## config.mk

```make
export PLATFORM = sky130hd
export DESIGN_NAME = drive_power_state_sequencer_flat
export DESIGN_NICKNAME = d
export VERILOG_FILES = /design/src/sv/dpss_pkg.sv /design/src/sv/dpss_ifs.sv /design/src/sv/drive_power_state_sequencer.sv /design/src/sv/dpss_core.sv /design/src/sv/dpss_rsp_stage.sv /design/src/flat_wrapper.sv
export SDC_FILE = /design/constraint.sdc
export NUM_CORES = 1
export LEC_CHECK = 0
export ABC_AREA = 1
export BUFFER_PORTS_ARGS = -buffer_cell sky130_fd_sc_hd__buf_2
export CORE_ASPECT_RATIO = 0.5
export CORE_MARGIN = 2
export CORE_UTILIZATION = 55
export DETAILED_ROUTE_END_ITERATION = 6
export PLACE_DENSITY = 0.82
export SLEW_MARGIN = 40
export SYNTH_ARGS = -nofsm -noshare
export SYNTH_HDL_FRONTEND = slang
export SYNTH_SLANG_ARGS = --single-unit
```

## constraint.sdc

```tcl
create_clock -name clock -period 2.5 [get_ports clock]
set_clock_uncertainty 0.1 [all_clocks]
set_input_delay 0.75 -clock clock [delete_from_list [all_inputs] [get_ports clock]]
set_output_delay 0.75 -clock clock [all_outputs]
set_load 0.005 [all_outputs]
```

## src/sv/dpss_pkg.sv

```systemverilog
// Drive power state sequencer package: codes, payload types, route table and
// status word decoder. Depends on nothing; every other file but dpss_ifs uses it.
`timescale 1ns / 1ps
`default_nettype none

package dpss_pkg;

   typedef enum logic [1:0] {
      OP_REQUEST   = 2'd0,
      OP_WRITE_ACK = 2'd1,
      OP_STATUS    = 2'd2
   } opcode_type;

   typedef enum logic [1:0] {
      KIND_SEND   = 2'd0,
      KIND_OK     = 2'd1,
      KIND_ERR    = 2'd2,
      KIND_REPORT = 2'd3
   } kind_type;

   typedef enum logic [2:0] {
      PS_NOT_READY   = 3'd0,
      PS_SO_DISABLED = 3'd1,
      PS_READY       = 3'd2,
      PS_SWITCHED_ON = 3'd3,
      PS_OP_ENABLED  = 3'd4,
      PS_QUICK_STOP  = 3'd5,
      PS_FAULT_REACT = 3'd6,
      PS_FAULT       = 3'd7
   } power_state_type;

   localparam logic [7:0] CW_SHUTDOWN        = 8'h06;
   localparam logic [7:0] CW_SWITCH_ON       = 8'h07;
   localparam logic [7:0] CW_ENABLE_OP       = 8'h0F;
   localparam logic [7:0] CW_DISABLE_VOLTAGE = 8'h00;
   localparam logic [7:0] CW_QUICK_STOP      = 8'h02;
   localparam logic [7:0] CW_FAULT_RESET     = 8'h80;

   typedef struct packed {
      opcode_type      opcode;
      power_state_type target_state;
      logic            write_ok;
      logic [15:0]     status_word;
   } req_type;

   typedef struct packed {
      kind_type        result_kind;
      logic [7:0]      control_word;
      power_state_type power_state;
      logic            node_operating;
   } rsp_type;

   typedef struct packed {
      logic            has_result;
      rsp_type         rsp;
   } core_out_type;

   typedef struct packed {
      logic            found;
      logic [7:0]      word;
      power_state_type next;
   } step_type;

   typedef struct packed {
      logic            hit;
      power_state_type state;
   } decode_type;

   // Next transition from cur toward tgt; found is low when no route exists.
   function automatic step_type pick_step(power_state_type cur, power_state_type tgt);
      step_type s;
      s.found = 1'b0;
      s.word  = CW_DISABLE_VOLTAGE;
      s.next  = PS_NOT_READY;
      unique case (cur)
         PS_FAULT: begin
            s = '{1'b1, CW_FAULT_RESET, PS_SO_DISABLED};
         end
         PS_QUICK_STOP: begin
            if (tgt == PS_OP_ENABLED) begin
               s = '{1'b1, CW_ENABLE_OP, PS_OP_ENABLED};
            end else if (tgt inside {PS_SO_DISABLED, PS_READY, PS_SWITCHED_ON}) begin
               s = '{1'b1, CW_DISABLE_VOLTAGE, PS_SO_DISABLED};
            end
         end
         PS_OP_ENABLED: begin
            if (tgt == PS_SWITCHED_ON) begin
               s = '{1'b1, CW_SWITCH_ON, PS_SWITCHED_ON};
            end else if (tgt == PS_READY) begin
               s = '{1'b1, CW_SHUTDOWN, PS_READY};
            end else if (tgt == PS_SO_DISABLED) begin
               s = '{1'b1, CW_DISABLE_VOLTAGE, PS_SO_DISABLED};
            end else if (tgt == PS_QUICK_STOP) begin
               s = '{1'b1, CW_QUICK_STOP, PS_QUICK_STOP};
            end
         end
         PS_SO_DISABLED: begin
            if (tgt inside {PS_OP_ENABLED, PS_READY, PS_SWITCHED_ON}) begin
               s = '{1'b1, CW_SHUTDOWN, PS_READY};
            end
         end
         PS_SWITCHED_ON: begin
            if (tgt == PS_OP_ENABLED) begin
               s = '{1'b1, CW_ENABLE_OP, PS_OP_ENABLED};
            end else if (tgt == PS_READY) begin
               s = '{1'b1, CW_SHUTDOWN, PS_READY};
            end else if (tgt == PS_SO_DISABLED) begin
               s = '{1'b1, CW_QUICK_STOP, PS_SO_DISABLED};
            end
         end
         PS_READY: begin
            if (tgt inside {PS_OP_ENABLED, PS_SWITCHED_ON}) begin
               s = '{1'b1, CW_SWITCH_ON, PS_SWITCHED_ON};
            end else if (tgt == PS_SO_DISABLED) begin
               s = '{1'b1, CW_QUICK_STOP, PS_SO_DISABLED};
            end
         end
         default: begin
            s.found = 1'b0;
         end
      endcase
      return s;
   endfunction

   // Standard status word masks; hit is low for an unmatched pattern.
   function automatic decode_type decode_status(logic [15:0] sw);
      decode_type d;
      d.hit   = 1'b0;
      d.state = PS_NOT_READY;
      if (sw[3]) begin
         if ((sw & 16'h004F) == 16'h000F) begin
            d = '{1'b1, PS_FAULT_REACT};
         end else if ((sw & 16'h004F) == 16'h0008) begin
            d = '{1'b1, PS_FAULT};
         end
      end else if (sw[6]) begin
         d = '{1'b1, PS_SO_DISABLED};
      end else if (!sw[5]) begin
         if ((sw & 16'h006F) == 16'h0007) begin
            d = '{1'b1, PS_QUICK_STOP};
         end else if ((sw & 16'h004F) == 16'h0000) begin
            d = '{1'b1, PS_NOT_READY};
         end
      end else if (sw[2]) begin
         d = '{1'b1, PS_OP_ENABLED};
      end else if (sw[1]) begin
         d = '{1'b1, PS_SWITCHED_ON};
      end else if (sw[0]) begin
         d = '{1'b1, PS_READY};
      end
      return d;
   endfunction

endpackage

`default_nettype wire

```

## src/sv/dpss_ifs.sv

```systemverilog
// Valid/ready channel interfaces for the sequencer's event and result streams.
// Plain widths of the event and result fields; no package dependency.
`timescale 1ns / 1ps
`default_nettype none

interface dpss_req_if;
   logic        valid;
   logic        ready;
   logic [1:0]  opcode;
   logic [2:0]  target_state;
   logic        write_ok;
   logic [15:0] status_word;

   modport source (output valid, output opcode, output target_state,
                   output write_ok, output status_word, input ready);
   modport sink   (input valid, input opcode, input target_state,
                   input write_ok, input status_word, output ready);
endinterface

interface dpss_rsp_if;
   logic       valid;
   logic       ready;
   logic [1:0] result_kind;
   logic [7:0] control_word;
   logic [2:0] power_state;
   logic       node_operating;

   modport source (output valid, output result_kind, output control_word,
                   output power_state, output node_operating, input ready);
   modport sink   (input valid, input result_kind, input control_word,
                   input power_state, input node_operating, output ready);
endinterface

`default_nettype wire

```

## src/sv/drive_power_state_sequencer.sv

```systemverilog
// Drive power state sequencer: event register, decision core, result register.
// An event is registered in the event register, decided by the core and registered in the result register.
// Throughput: one event per cycle while rsp_if takes results; each event is decided in a single pass
// through the core, with the state registers updated as it leaves the event register.
// Reset (synchronous): not ready to switch on, idle, both stages empty.
// Depends on dpss_pkg, dpss_ifs, dpss_core and dpss_rsp_stage.
`timescale 1ns / 1ps
`default_nettype none

module drive_power_state_sequencer (
   input  wire        clock,
   input  wire        reset,
   dpss_req_if.sink   req_if,
   dpss_rsp_if.source rsp_if
);

   // Event register: holds one accepted event until the core can decide it.
   logic              evt_valid_ff, evt_valid_in;
   dpss_pkg::req_type evt_ff;
   dpss_pkg::req_type evt_in;

   logic                   rsp_can_load;
   logic                   evt_fire;
   dpss_pkg::core_out_type core_out;

   // Advance the event when the result register has room; events without a
   // result (idle acknowledgement, unused opcode) just drop without changing state.
   assign evt_fire = evt_valid_ff && rsp_can_load;

   // Take a new event when the register is empty or drains this cycle.
   assign req_if.ready = !evt_valid_ff || evt_fire;

   always_comb begin
      evt_in.opcode       = dpss_pkg::opcode_type'(req_if.opcode);
      evt_in.target_state = dpss_pkg::power_state_type'(req_if.target_state);
      evt_in.write_ok     = req_if.write_ok;
      evt_in.status_word  = req_if.status_word;

      evt_valid_in = evt_valid_ff && !evt_fire;
      if (req_if.valid && req_if.ready) begin
         evt_valid_in = 1'b1;
      end
   end

   always_ff @(posedge clock) begin
      if (reset) begin
         evt_valid_ff <= 1'b0;
      end else begin
         evt_valid_ff <= evt_valid_in;
      end
   end

   // Payload needs no reset; capture on every input transfer.
   always_ff @(posedge clock) begin
      if (req_if.valid && req_if.ready) begin
         evt_ff <= evt_in;
      end
   end

   dpss_core u_core (
      .clock  (clock),
      .reset  (reset),
      .fire   (evt_fire),
      .item   (evt_ff),
      .result (core_out)
   );

   dpss_rsp_stage u_rsp_stage (
      .clock     (clock),
      .reset     (reset),
      .load      (evt_fire && core_out.has_result),
      .load_data (core_out.rsp),
      .can_load  (rsp_can_load),
      .rsp_if    (rsp_if)
   );

endmodule

`default_nettype wire

```

## src/sv/dpss_core.sv

```systemverilog
// Sequencer state registers and the per-event decision logic.
// Uses dpss_pkg for types, route table and status decoder.
`timescale 1ns / 1ps
`default_nettype none

module dpss_core (
   input  wire                   clock,
   input  wire                   reset,
   input  wire                   fire,
   input  dpss_pkg::req_type     item,
   output dpss_pkg::core_out_type result
);

   dpss_pkg::power_state_type power_state_ff, power_state_in;
   dpss_pkg::power_state_type target_ff, target_in;
   dpss_pkg::power_state_type pending_ff, pending_in;
   logic                      busy_ff, busy_in;
   logic                      operating_ff, operating_in;

   dpss_pkg::power_state_type cur;
   dpss_pkg::power_state_type tgt;
   dpss_pkg::step_type        step;
   dpss_pkg::decode_type      dec;
   dpss_pkg::kind_type        adv_kind;
   logic [7:0]                adv_word;
   logic                      adv_busy;

   always_comb begin
      // Current state seen by the step choice: a good acknowledgement commits first.
      cur  = (item.opcode == dpss_pkg::OP_WRITE_ACK) ? pending_ff : power_state_ff;
      tgt  = (item.opcode == dpss_pkg::OP_REQUEST) ? item.target_state : target_ff;
      step = dpss_pkg::pick_step(cur, tgt);
      dec  = dpss_pkg::decode_status(item.status_word);

      if (cur == tgt) begin
         adv_kind = dpss_pkg::KIND_OK;
         adv_word = 8'h00;
         adv_busy = 1'b0;
      end else if (!step.found) begin
         adv_kind = dpss_pkg::KIND_ERR;
         adv_word = 8'h00;
         adv_busy = 1'b0;
      end else begin
         adv_kind = dpss_pkg::KIND_SEND;
         adv_word = step.word;
         adv_busy = 1'b1;
      end

      power_state_in = power_state_ff;
      target_in      = target_ff;
      pending_in     = pending_ff;
      busy_in        = busy_ff;
      operating_in   = operating_ff;
      result.has_result         = 1'b0;
      result.rsp.result_kind    = dpss_pkg::KIND_OK;
      result.rsp.control_word   = 8'h00;

      case (item.opcode)
         dpss_pkg::OP_REQUEST: begin
            target_in = item.target_state;
            busy_in   = adv_busy;
            if (adv_busy) begin
               pending_in = step.next;
            end
            result.has_result       = 1'b1;
            result.rsp.result_kind  = adv_kind;
            result.rsp.control_word = adv_word;
         end
         dpss_pkg::OP_WRITE_ACK: begin
            if (busy_ff) begin
               result.has_result = 1'b1;
               if (!item.write_ok) begin
                  busy_in                = 1'b0;
                  result.rsp.result_kind = dpss_pkg::KIND_ERR;
               end else begin
                  power_state_in = pending_ff;
                  operating_in   = (pending_ff == dpss_pkg::PS_OP_ENABLED);
                  busy_in        = adv_busy;
                  if (adv_busy) begin
                     pending_in = step.next;
                  end
                  result.rsp.result_kind  = adv_kind;
                  result.rsp.control_word = adv_word;
               end
            end
         end
         dpss_pkg::OP_STATUS: begin
            if (dec.hit) begin
               power_state_in = dec.state;
            end
            result.has_result      = 1'b1;
            result.rsp.result_kind = dpss_pkg::KIND_REPORT;
         end
         default: begin
            result.has_result = 1'b0;
         end
      endcase

      result.rsp.power_state    = power_state_in;
      result.rsp.node_operating = operating_in;
   end

   always_ff @(posedge clock) begin
      if (reset) begin
         power_state_ff <= dpss_pkg::PS_NOT_READY;
         target_ff      <= dpss_pkg::PS_NOT_READY;
         pending_ff     <= dpss_pkg::PS_NOT_READY;
         busy_ff        <= 1'b0;
         operating_ff   <= 1'b0;
      end else if (fire) begin
         power_state_ff <= power_state_in;
         target_ff      <= target_in;
         pending_ff     <= pending_in;
         busy_ff        <= busy_in;
         operating_ff   <= operating_in;
      end
   end

endmodule

`default_nettype wire

```

## src/sv/dpss_rsp_stage.sv

```systemverilog
// Result register that drives the result channel and holds under backpressure.
// Uses dpss_pkg for the result payload type.
`timescale 1ns / 1ps
`default_nettype none

module dpss_rsp_stage (
   input  wire                 clock,
   input  wire                 reset,
   input  wire                 load,
   input  dpss_pkg::rsp_type   load_data,
   output logic                can_load,
   dpss_rsp_if.source          rsp_if
);

   logic              valid_ff, valid_in;
   dpss_pkg::rsp_type data_ff;

   // Room when empty or when the held result transfers this cycle.
   assign can_load = !valid_ff || rsp_if.ready;

   always_comb begin
      valid_in = valid_ff && !rsp_if.ready;
      if (load) begin
         valid_in = 1'b1;
      end
   end

   always_ff @(posedge clock) begin
      if (reset) begin
         valid_ff <= 1'b0;
      end else begin
         valid_ff <= valid_in;
      end
   end

   always_ff @(posedge clock) begin
      if (load) begin
         data_ff <= load_data;
      end
   end

   assign rsp_if.valid          = valid_ff;
   assign rsp_if.result_kind    = data_ff.result_kind;
   assign rsp_if.control_word   = data_ff.control_word;
   assign rsp_if.power_state    = data_ff.power_state;
   assign rsp_if.node_operating = data_ff.node_operating;

endmodule

`default_nettype wire
```

## src/flat_wrapper.sv

```systemverilog
// flat-port wrapper written by rule: the top's interface ports become plain ports
module drive_power_state_sequencer_flat 
  (clock, reset, req_if_valid, req_if_opcode, req_if_target_state, req_if_write_ok, req_if_status_word, req_if_ready, rsp_if_valid, rsp_if_result_kind, rsp_if_control_word, rsp_if_power_state, rsp_if_node_operating, rsp_if_ready);
  dpss_req_if req_if_i ();
  dpss_rsp_if rsp_if_i ();
  input  wire clock;
  input  wire reset;
  input wire logic [$bits(req_if_i.valid)-1:0] req_if_valid;
  input wire logic [$bits(req_if_i.opcode)-1:0] req_if_opcode;
  input wire logic [$bits(req_if_i.target_state)-1:0] req_if_target_state;
  input wire logic [$bits(req_if_i.write_ok)-1:0] req_if_write_ok;
  input wire logic [$bits(req_if_i.status_word)-1:0] req_if_status_word;
  output wire logic [$bits(req_if_i.ready)-1:0] req_if_ready;
  output wire logic [$bits(rsp_if_i.valid)-1:0] rsp_if_valid;
  output wire logic [$bits(rsp_if_i.result_kind)-1:0] rsp_if_result_kind;
  output wire logic [$bits(rsp_if_i.control_word)-1:0] rsp_if_control_word;
  output wire logic [$bits(rsp_if_i.power_state)-1:0] rsp_if_power_state;
  output wire logic [$bits(rsp_if_i.node_operating)-1:0] rsp_if_node_operating;
  input wire logic [$bits(rsp_if_i.ready)-1:0] rsp_if_ready;
  assign req_if_i.valid = req_if_valid;
  assign req_if_i.opcode = req_if_opcode;
  assign req_if_i.target_state = req_if_target_state;
  assign req_if_i.write_ok = req_if_write_ok;
  assign req_if_i.status_word = req_if_status_word;
  assign req_if_ready = req_if_i.ready;
  assign rsp_if_valid = rsp_if_i.valid;
  assign rsp_if_result_kind = rsp_if_i.result_kind;
  assign rsp_if_control_word = rsp_if_i.control_word;
  assign rsp_if_power_state = rsp_if_i.power_state;
  assign rsp_if_node_operating = rsp_if_i.node_operating;
  assign rsp_if_i.ready = rsp_if_ready;
  drive_power_state_sequencer u_core (.clock(clock), .reset(reset), .req_if(req_if_i), .rsp_if(rsp_if_i));
endmodule
```

==> run metrics, run 1 <==
run status=finished, final reports clean; element type at the critical path start=flip-flop; clk_lat worst skew=280 ps; Synth async-reset ratio=0%; Post-route DRC=0; final antenna diode count=0; total count of hold-check failures in the final report=0; Detail Placement HPWL=~3300 µm; Hold/Removal Path Class=reg -> reg; Worst Path Class, Setup=reg -> reg; level count of the clock H-tree=2; Post-layout nets=between 300 and 400; die extent in x=around 94 µm; number of global-route vias before repair=around 1700; required time at the worst-slack endpoint=around 2400 ps; data arrival time of the critical path=around 2200 ps; number of antenna violations at the first check in global routing=0; number of cells produced by synthesis=289; top-area cell type share of the netlist area=between 30% and 40%; post-synth cell types=32; total core area=roughly 4000 µm²; library cell occupying the most area in the post-synthesis netlist=sky130_fd_sc_hd__edfxtp_1; area overhead of the layout relative to synthesis=14.5%; TritonCTS clock tree=yes; master cell of the clock root buffer=sky130_fd_sc_hd__clkbuf_8; CTS Hold Buffers Added=0; Die Span Y=~49 µm; Hold Path End=u_core.u_core.target_ff[0]; number of pins with negative max-slew slack in the final report=0; Hold Path Stages=2; share of cells above drive strength 1=between 20 and 25%; number of warnings issued by yosys=0; Max Clk Rate=roughly 0.44 GHz; largest net degree at the start of global routing=13; IO buf count=28; startpoint of the most critical hold path=u_core.u_core.target_ff[0]; source of the worst register-to-register timing path=u_core.evt_ff[21]; library cell with the highest instance count after synthesis=sky130_fd_sc_hd__nand2_1; per-cell via count in the routed design=5.04; Mapped Avg Cell Area=7.72 µm²; routed wire length per instance=between 10 and 15 µm; number of enable flip-flop cells after synthesis=23; accumulated negative setup slack=0 ps; number of nets still failing antenna checks after routing=0; endpoint of the lowest-slack register-to-register path=u_core.u_rsp_stage.rsp_if.control_word[3]; transition time of the tightest slew-check pin=~550 ps; P per Cell Area=583 nW/µm²; total wire length after detailed routing=4270 µm; Overall Global Routing Usage=between 20% and 30%; maximum ir drop on the vdd rail=a little under 0.4 mV; I/O Pins=42; Reg2Reg Setup Slack=roughly 230 ps; first-pass GRT wire length=7300 µm; starting density of the core=between 50% and 60%; dpl cell area=2410 µm²; Final setup viols=0; type of element capturing the critical path=flip-flop; overflow left after global routing=0; TritonCTS buffer count=5; number of detailed-route iterations in the first pass=4; via total after detailed routing=1900; Multi-input gate area=about 1100 µm²; Lkg Pwr=~1.2 nW; gp weighted congestion=slightly above 0.9; fill cell instance count of the final layout=around 320; minimum clock period after layout=roughly 2300 ps; starting DRC count in detailed routing=119; most used flip-flop cell after synthesis=sky130_fd_sc_hd__edfxtp_1; top cells by area, synth=sky130_fd_sc_hd__edfxtp_1 (31%), sky130_fd_sc_hd__nand2_1 (13%), sky130_fd_sc_hd__dfxtp_1 (12%); clk buf depth=2; worst-path maximum fanout=8; Period Utilization, post-route=90.8%; number of cells traversed by the worst register-to-register path=13; Slew Limit Headroom=a little under two thirds; Post-Layout Inst Area=roughly 2600 µm²; setup repair after global routing missed its margin=no; cell types with the highest counts after synthesis=sky130_fd_sc_hd__nand2_1 (76), sky130_fd_sc_hd__inv_1 (44), sky130_fd_sc_hd__nor2_1 (27), sky130_fd_sc_hd__edfxtp_1 (23), sky130_fd_sc_hd__a21oi_1 (20); Reg clk slew, reported paths=~80 ps; number of flip-flops and latches in the synthesized netlist=36; footprint of the flip-flops and latches=roughly 950 µm²; number of max-cap violations=0; cell row count=16; number of sinks handled by clock tree synthesis=36; sequential element share of the synthesized area=about 43%; synthesized cell area=2230 µm²; Post-CTS Repair Setup Buffers=0; die area=4610 µm²
worst max-delay path, stage by stage, from the launching register on:
cell and delay, ps:
sky130_fd_sc_hd__edfxtp_1 420, sky130_fd_sc_hd__inv_1 140, sky130_fd_sc_hd__ha_2 310, sky130_fd_sc_hd__nand2_1 130
sky130_fd_sc_hd__nand2_4 140, sky130_fd_sc_hd__inv_2 60, sky130_fd_sc_hd__nand2_1 50, sky130_fd_sc_hd__nor2_1 60
sky130_fd_sc_hd__nor2_1 100, sky130_fd_sc_hd__nand2_1 60, sky130_fd_sc_hd__nor2_2 170, sky130_fd_sc_hd__nand2_4 90
sky130_fd_sc_hd__nand2_1 100, sky130_fd_sc_hd__nor3_1 50
report_power, final:
| part | internal [mW] | switching [mW] | total (mW) |
|---|---|---|---|
| sequential | 0.664 | 0.0171 | 0.681 |
| clock | 0.352 | 0.198 | 0.549 |
| combinational | 0.0873 | 0.171 | 0.258 |
| total | 1.10 | 0.385 | 1.49 |
stage by stage:
stage                     hold slack [ps]  power (mW)  setup slack, ps  util (%)  cells
after global placement                359       0.937              208      61.8    369
after CTS                             395        1.49              137      65.1    377
after global routing                  410        1.57             65.0      65.4    377
after detailed placement              384       0.945              151      61.8    369
after floorplan                       344       0.891              517         -    291
final                                 391        1.49              231      65.4    377
flip-flops by register name, indices dropped and copies added (netlist names):
name / flops
u_core.evt_ff: 12
u_core.evt_valid_ff: 1
u_core.u_core.busy_ff: 1
u_core.u_core.operating_ff: 1
u_core.u_core.pending_ff: 3
u_core.u_core.power_state_ff: 3
u_core.u_core.target_ff: 3
u_core.u_rsp_stage.rsp_if.control_word: 5
u_core.u_rsp_stage.rsp_if.node_operating: 1
u_core.u_rsp_stage.rsp_if.power_state: 3
u_core.u_rsp_stage.rsp_if.result_kind: 2
u_core.u_rsp_stage.rsp_if.valid: 1
layout by cell type, fill, tap and decap left out, types with 3 or more instances in the layout:
cell type                  synthesis  final
sky130_fd_sc_hd__dfxtp_1          13     13
sky130_fd_sc_hd__o21ai_0          16     16
sky130_fd_sc_hd__nor3_1            5      5
sky130_fd_sc_hd__nand3_1          12     12
sky130_fd_sc_hd__nand2_1          76     76
sky130_fd_sc_hd__nor2_2            4      4
sky130_fd_sc_hd__nand2_4           7      7
sky130_fd_sc_hd__nand4_1           4      4
sky130_fd_sc_hd__conb_1            1      3
sky130_fd_sc_hd__nor2_1           27     27
sky130_fd_sc_hd__a21oi_1          20     20
sky130_fd_sc_hd__nand2_2           8      8
sky130_fd_sc_hd__clkbuf_8          0      7
sky130_fd_sc_hd__buf_2             0     28
sky130_fd_sc_hd__edfxtp_1         23     23
sky130_fd_sc_hd__inv_1            44     44
cell families after synthesis:
kind of cell    synth area share, %
flops                          42.6
compound gates                 10.3
xor+xnor                       1.18
fa+ha+maj                      2.24
buf+inv                        10.7
simple gates                   32.8
other cells                   0.168
per-layer routing:
| layer | part of all wire (%) | GRT usage (%) |
|---|---|---|
| met3 | 9.3 | 5.41 |
| met5 | 0 | 0 |
| met4 | 1.5 | 4.11 |
| met2 | 42 | 30.5 |
| met1 | 47 | 29.5 |
cell type report:
cell class | count | area share [%]
Clock buffer | 7 | 3.77
Multi-Input combinational cell | 201 | 41.7
Timing Repair Buffer | 30 | 6.07
Tap cell | 54 | 2.64
Inverter | 48 | 7.44
Sequential cell | 36 | 37.2
Clock inverter | 1 | 1.18
timing repair:
item,in CTS,in global routing
hold endpoints to repair,0,0
gates resized for setup,0,3
endpoints found under the setup margin,0,6
how the worst max path moves through the flow:
stage | end | slack, ps | from | cells after the start
final | u_core.u_rsp_stage.rsp_if.control_word[3] | 230 | u_core.evt_ff[21] | 13
after global routing | u_core.u_core.pending_ff[0] | 60 | u_core.evt_ff[21] | 14
after CTS | u_core.u_rsp_stage.rsp_if.control_word[3] | 140 | u_core.evt_ff[20] | 13
after detailed placement | u_core.u_rsp_stage.rsp_if.control_word[3] | 150 | u_core.evt_ff[20] | 13
after global placement | u_core.u_rsp_stage.rsp_if.control_word[3] | 210 | u_core.evt_ff[20] | 13
after floorplan | u_core.u_rsp_stage.rsp_if.control_word[3] | 520 | u_core.evt_ff[20] | 14
(Power assumes the default switching activity.)
==> inputs of run 2 (changes only) <==
Settings changed: REMOVE_ABC_BUFFERS set to 1.
==> run metrics, run 2 (synthesis results as in run 1) <==
element type at the critical path start=flip-flop; starting density of the core=57.2% (unchanged); share of cells above drive strength 1=21.7% (unchanged); required time at the worst-slack endpoint=2440 ps (+20 ps); Post-route DRC=0 (unchanged); number of max-cap violations=0 (unchanged); Worst Path Class, Setup=reg -> reg; setup repair after global routing missed its margin=no; total wire length after detailed routing=4610 µm (+7.9%); Reg clk slew, reported paths=70 ps (about the same); final antenna diode count=0 (unchanged); sw frac=28.2% (+2.3 points); Overall Global Routing Usage=21.9% (+1.6 points); cell row count=16 (unchanged); level count of the clock H-tree=2 (unchanged); number of pins with negative max-slew slack in the final report=0 (unchanged); maximum ir drop on the vdd rail=0.333 mV (-16%); Max Clk Rate=0.442 GHz (+0.25%); Combinational Power Share=18.0% (+0.7 points); number of antenna violations at the first check in global routing=0 (unchanged); clk buf depth=2 (unchanged); footprint of the flip-flops and latches=951 µm² (unchanged); overflow left after global routing=0 (unchanged); Reg2Reg Setup Slack=240 ps (about the same); run status=finished, final reports clean; P per Cell Area=574 nW/µm² (-1.5%); gp weighted congestion=0.896 (-2.0%); CTS Hold Buffers Added=0 (unchanged); Cell Int Power=1.05 mW (-5.1%); number of flip-flops under the largest register name=12 (unchanged); top register by number of flip-flops=u_core.evt_ff; portion of total power attributed to sequential cells=46.8% (+1.0 points); most frequent cells in the layout=sky130_fd_sc_hd__nand2_1 (76), sky130_fd_sc_hd__inv_1 (44), sky130_fd_sc_hd__buf_2 (28), sky130_fd_sc_hd__nor2_1 (27), sky130_fd_sc_hd__edfxtp_1 (23); data arrival time of the critical path=2200 ps (about the same); number of nets still failing antenna checks after routing=0 (unchanged); Post-layout nets=352 (unchanged); die extent in x=94.1 µm (unchanged); number of sinks handled by clock tree synthesis=36 (unchanged); area overhead of the layout relative to synthesis=13.8%; IO buf count=28 (unchanged); most frequent standard cell in the layout excluding fill and tap cells=sky130_fd_sc_hd__nand2_1; largest net degree at the start of global routing=13 (unchanged); per-cell via count in the routed design=5.18 (+2.8%); master cell of the clock root buffer=sky130_fd_sc_hd__clkbuf_8; minimum clock period after layout=2260 ps (-5.76 ps); via total after detailed routing=1953 (+2.8%); number of detailed-route iterations in the first pass=5 (+1); Post-CTS Repair Setup Buffers=0 (unchanged); fill cell instance count of the final layout=342 (+5.9%); die area=4610 µm² (unchanged); clk_lat worst skew=290 ps (about the same); worst-path maximum fanout=8 (unchanged); Final setup viols=0 (unchanged); accumulated negative setup slack=0 ps (unchanged); Setup Slack @ Placement=145 ps (-5.64 ps); type of element capturing the critical path=flip-flop; number of global-route vias before repair=1758 (+5.1%); Clk pwr share=35.2% (-1.7 points); Multi-input gate area=1060 µm² (unchanged); starting DRC count in detailed routing=131 (+10%); I/O Pins=42 (unchanged); Critical Path Most Common Cell=sky130_fd_sc_hd__nand2_1; Sw Pwr=0.411 mW (+6.6%); routed wire length per instance=12.2 µm (+7.9%); Period Utilization, post-route=90.5% (-0.23 points); Detail Placement HPWL=3490 µm (+7.1%); total core area=3900 µm² (unchanged); TritonCTS clock tree=yes; transition time of the tightest slew-check pin=615 ps (+66.2 ps); Slew Limit Headroom=59.0% (-4.4 points); Lkg Pwr=1.22 nW (-0.84%); cell with the largest stage delay on the worst path=sky130_fd_sc_hd__edfxtp_1; least setup slack across all paths after layout=236 ps (+5.76 ps); total count of hold-check failures in the final report=0 (unchanged); final design utilization=65.1% (-0.38 points); TritonCTS buffer count=5 (unchanged); first-pass GRT wire length=7790 µm (+6.7%); Die Span Y=49.0 µm (unchanged); max incr delay on CP=430 ps (about the same); Hold/Removal Path Class=reg -> reg; worst path cell trace=inv_1 -> ha_2 -> inv_6 -> nand2_2 -> nand2_4 -> nand3_2 -> inv_1 -> nand2_1 -> nand2_1 -> nor2_2 -> nand2_4 -> nand2_1 -> nor3_1
## run 2: cell count changes in the layout (fill, tap and decap cells not counted), sizes merged
cell and delta:
clkinvlp +1, clkinv +1, clkbuf -2
## run 2: final timing paths
kind / startpoint / end / cells after the start
setup / recovery: u_core.evt_ff[21] / u_core.u_rsp_stage.rsp_if.control_word[3] / 13
hold reg to reg: u_core.u_core.target_ff[0] / u_core.u_core.target_ff[0] / 2
setup reg to reg: u_core.evt_ff[21] / u_core.u_rsp_stage.rsp_if.control_word[3] / 13
hold / removal: u_core.u_core.target_ff[0] / u_core.u_core.target_ff[0] / 2
## run 2: cell type report
| class | instances | area share (%) |
|---|---|---|
| clock buffers | 5 | 2.71 |
| flip-flops and latches | 36 | 37.4 |
| well taps | 54 | 2.66 |
| clock inverters | 3 | 1.67 |
| repair buffers | 30 | 6.11 |
| inverters | 48 | 7.49 |
| multi-input cells | 201 | 41.9 |
## run 2: worst max-delay path, delay by kind of cell, from the launching register on
kind / cells / cell delay [ps]
flops: 1 / 430
fa+ha+maj: 1 / 310
simple gates: 9 / 900
buf+inv: 3 / 260
## run 2: power groups by stage
stage / clock network (mW) / logic, mW / registers (mW)
global placement: 0 / 0.246 / 0.693
CTS: 0.516 / 0.257 / 0.681
global route: 0.543 / 0.298 / 0.685
detailed placement: 0 / 0.255 / 0.694
floorplan: 0 / 0.193 / 0.691
finish: 0.513 / 0.262 / 0.682
## run 2: metal layers
| layer | vias up | global-route usage (%) | share of wire, % |
|---|---|---|---|
| li1 | 982 | - | - |
| met1 | 894 | 30.5 | 47 |
| met2 | 66 | 33.7 | 45 |
| met3 | 11 | 5.10 | 6.5 |
| met4 | 0 | 7.73 | 1.7 |
| met5 | - | 0 | 0 |
## run 2: repair_timing
action	4_1_cts	5_1_grt
endpoints found under the hold margin	0	0
resized for setup	0	3
endpoints found under the setup margin	0	7
## run 2: stage by stage
| stage | power, mW | area, µm² | instances | hold slack (ps) |
|---|---|---|---|---|
| after floorplan | 0.884 | 2190 | 285 | 344 |
| after global placement | 0.939 | 2410 | 369 | 357 |
| after detailed placement | 0.949 | 2410 | 369 | 388 |
| after CTS | 1.45 | 2520 | 377 | 399 |
| after global routing | 1.52 | 2540 | 377 | 449 |
| final | 1.46 | 2540 | 377 | 391 |
==> inputs of run 3 (changes only) <==
Settings changed: CORE_UTILIZATION 55 to 50, PLACE_DENSITY 0.82 to 0.79.
Clock period 2.5 ns to 1.85 ns, I/O delays scaled along.
==> run metrics, run 3 (synthesis results as in run 1) <==
Overall Global Routing Usage=23.2% (+1.3 points); master cell of the clock root buffer=sky130_fd_sc_hd__clkbuf_8; via total after detailed routing=2331 (+19%); largest net degree at the start of global routing=13 (unchanged); final design utilization=74.3% (+9.2 points); level count of the clock H-tree=2 (unchanged); worst path cell trace=inv_2 -> buf_4 -> ha_4 -> inv_6 -> nand2_1 -> nand2_4 -> nand2_1 -> nor2_2 -> nor2_1 -> nand2_2 -> nor2_4 -> nand2_4 -> nand3_4 -> nand2_1 -> nand2_1 -> nor2_2; top register by number of flip-flops=u_core.evt_ff; final antenna diode count=0 (unchanged); cell row count=17 (+1); type of element capturing the critical path=flip-flop; accumulated negative setup slack=-4300 ps (-4300 ps); Post-layout nets=391 (+11%); TritonCTS buffer count=5 (unchanged); Post-Layout Inst Area=3220 µm² (+27%); most frequent standard cell in the layout excluding fill and tap cells=sky130_fd_sc_hd__nand2_1; clk buf depth=2 (unchanged); IO buf count=28 (unchanged); number of detailed-route iterations in the first pass=6 (+1); starting density of the core=51.4% (-5.7 points); number of nets still failing antenna checks after routing=0 (unchanged); minimum clock period after layout=2260 ps (+1.24 ps); number of global-route vias before repair=2064 (+17%); die area=5050 µm² (+9.4%); P per Cell Area=693 nW/µm² (+21%); number of sinks handled by clock tree synthesis=36 (unchanged); max incr delay on CP=400 ps (-30 ps); number of flip-flops under the largest register name=12 (unchanged); TritonCTS clock tree=yes; Max Clk Rate=0.442 GHz (about the same); Post-route DRC=0 (unchanged); data arrival time of the critical path=2360 ps (+160 ps); Overall Power=2.23 mW (+53%); Final setup viols=22 (+22); Reg clk slew, reported paths=70 ps (about the same); clk_lat worst skew=300 ps (about the same); Lkg Pwr=1.46 nW (+20%); Hold/Removal Path Class=in -> reg; share of cells above drive strength 1=45.3% (+24 points); most frequent cells in the layout=sky130_fd_sc_hd__nand2_1 (48), sky130_fd_sc_hd__inv_1 (41), sky130_fd_sc_hd__buf_4 (31), sky130_fd_sc_hd__nand2_2 (28), sky130_fd_sc_hd__buf_2 (28); Multi-input gate area=1380 µm² (+30%); total wire length after detailed routing=7210 µm (+56%); failing checks=negative setup slack; Period Utilization, post-route=122% (+32 points); footprint of the flip-flops and latches=951 µm² (unchanged); number of antenna violations at the first check in global routing=0 (unchanged); number of pins with negative max-slew slack in the final report=0 (unchanged); total core area=4340 µm² (+11%); number of max-cap violations=0 (unchanged); fill cell instance count of the final layout=279 (-18%); first-pass GRT wire length=9020 µm (+16%); I/O Pins=42 (unchanged); total count of hold-check failures in the final report=0 (unchanged); element type at the critical path start=flip-flop; CTS Hold Buffers Added=0 (unchanged); Critical Path Most Common Cell=sky130_fd_sc_hd__nand2_1; setup repair after global routing missed its margin=yes; run status=finished with violations; gp weighted congestion=0.917 (+2.3%); Worst Path Class, Setup=reg -> reg; dpl cell area=2660 µm² (+10%); worst-path maximum fanout=8 (unchanged); routed wire length per instance=17.2 µm (+41%); area overhead of the layout relative to synthesis=44.3%; required time at the worst-slack endpoint=1950 ps (-490 ps); overflow left after global routing=0 (unchanged); maximum ir drop on the vdd rail=0.523 mV (+57%); Die Span Y=51.2 µm (+4.5%); die extent in x=98.5 µm (+4.7%); least setup slack across all paths after layout=-415 ps (-651 ps); per-cell via count in the routed design=5.56 (+7.4%); Detail Placement HPWL=3790 µm (+8.7%); cell with the largest stage delay on the worst path=sky130_fd_sc_hd__edfxtp_1; starting DRC count in detailed routing=260 (+98%)
-- run 3: area by class of cell --
type	count	area share [%]
flip-flops and latches	36	29.5
inverters	48	5.98
clock buffers	5	2.14
clock inverters	3	1.17
well taps	57	2.21
multi-input cells	201	43.0
repair buffers	69	16.0
-- run 3: where the power goes --
part           internal [mW]  switching, mW
Combinational          0.245          0.370
Sequential             0.897         0.0290
Clock                  0.393          0.299
-- run 3: repair_timing --
item,4_1_cts,5_1_grt
cloned,0,1
hold endpoints to repair,0,0
setup buffers,5,8
endpoints found under the setup margin,28,28
resized for setup,34,63
pin swaps,14,15
-- run 3: worst paths after layout --
check	slack [ps]	from	depth (start not counted)	to
min reg2reg	430	u_core.evt_valid_ff	2	u_core.evt_valid_ff
max	-410	u_core.evt_ff[21]	16	u_core.u_core.pending_ff[2]
max reg2reg	-410	u_core.evt_ff[21]	16	u_core.u_core.pending_ff[2]
min	330	req_if_target_state[1]	1	u_core.evt_ff[18]
-- run 3: critical path: cells and delay by family (launching register included) --
family	cells	cell delay, ps
DFF	1	400
buffers and inverters	3	280
and+or+nand+nor	12	1190
adders and majority gates	1	200
-- run 3: per-stage QoR --
| step | instances | worst slack, ps | hold WS, ps |
|---|---|---|---|
| after floorplan | 285 | -237 | 344 |
| after global placement | 399 | -294 | 362 |
| after detailed placement | 399 | -385 | 374 |
| after CTS | 412 | -226 | 328 |
| after global routing | 419 | -495 | 324 |
| final | 419 | -415 | 327 |
-- run 3: routing by layer --
layer | vias to the layer above | track usage [%] | part of all wire (%)
met4 | 0 | 11.2 | 5.4
met3 | 50 | 6.57 | 10
li1 | 1064 | - | -
met2 | 182 | 38.5 | 46
met5 | - | 0 | 0
met1 | 1035 | 28.2 | 38
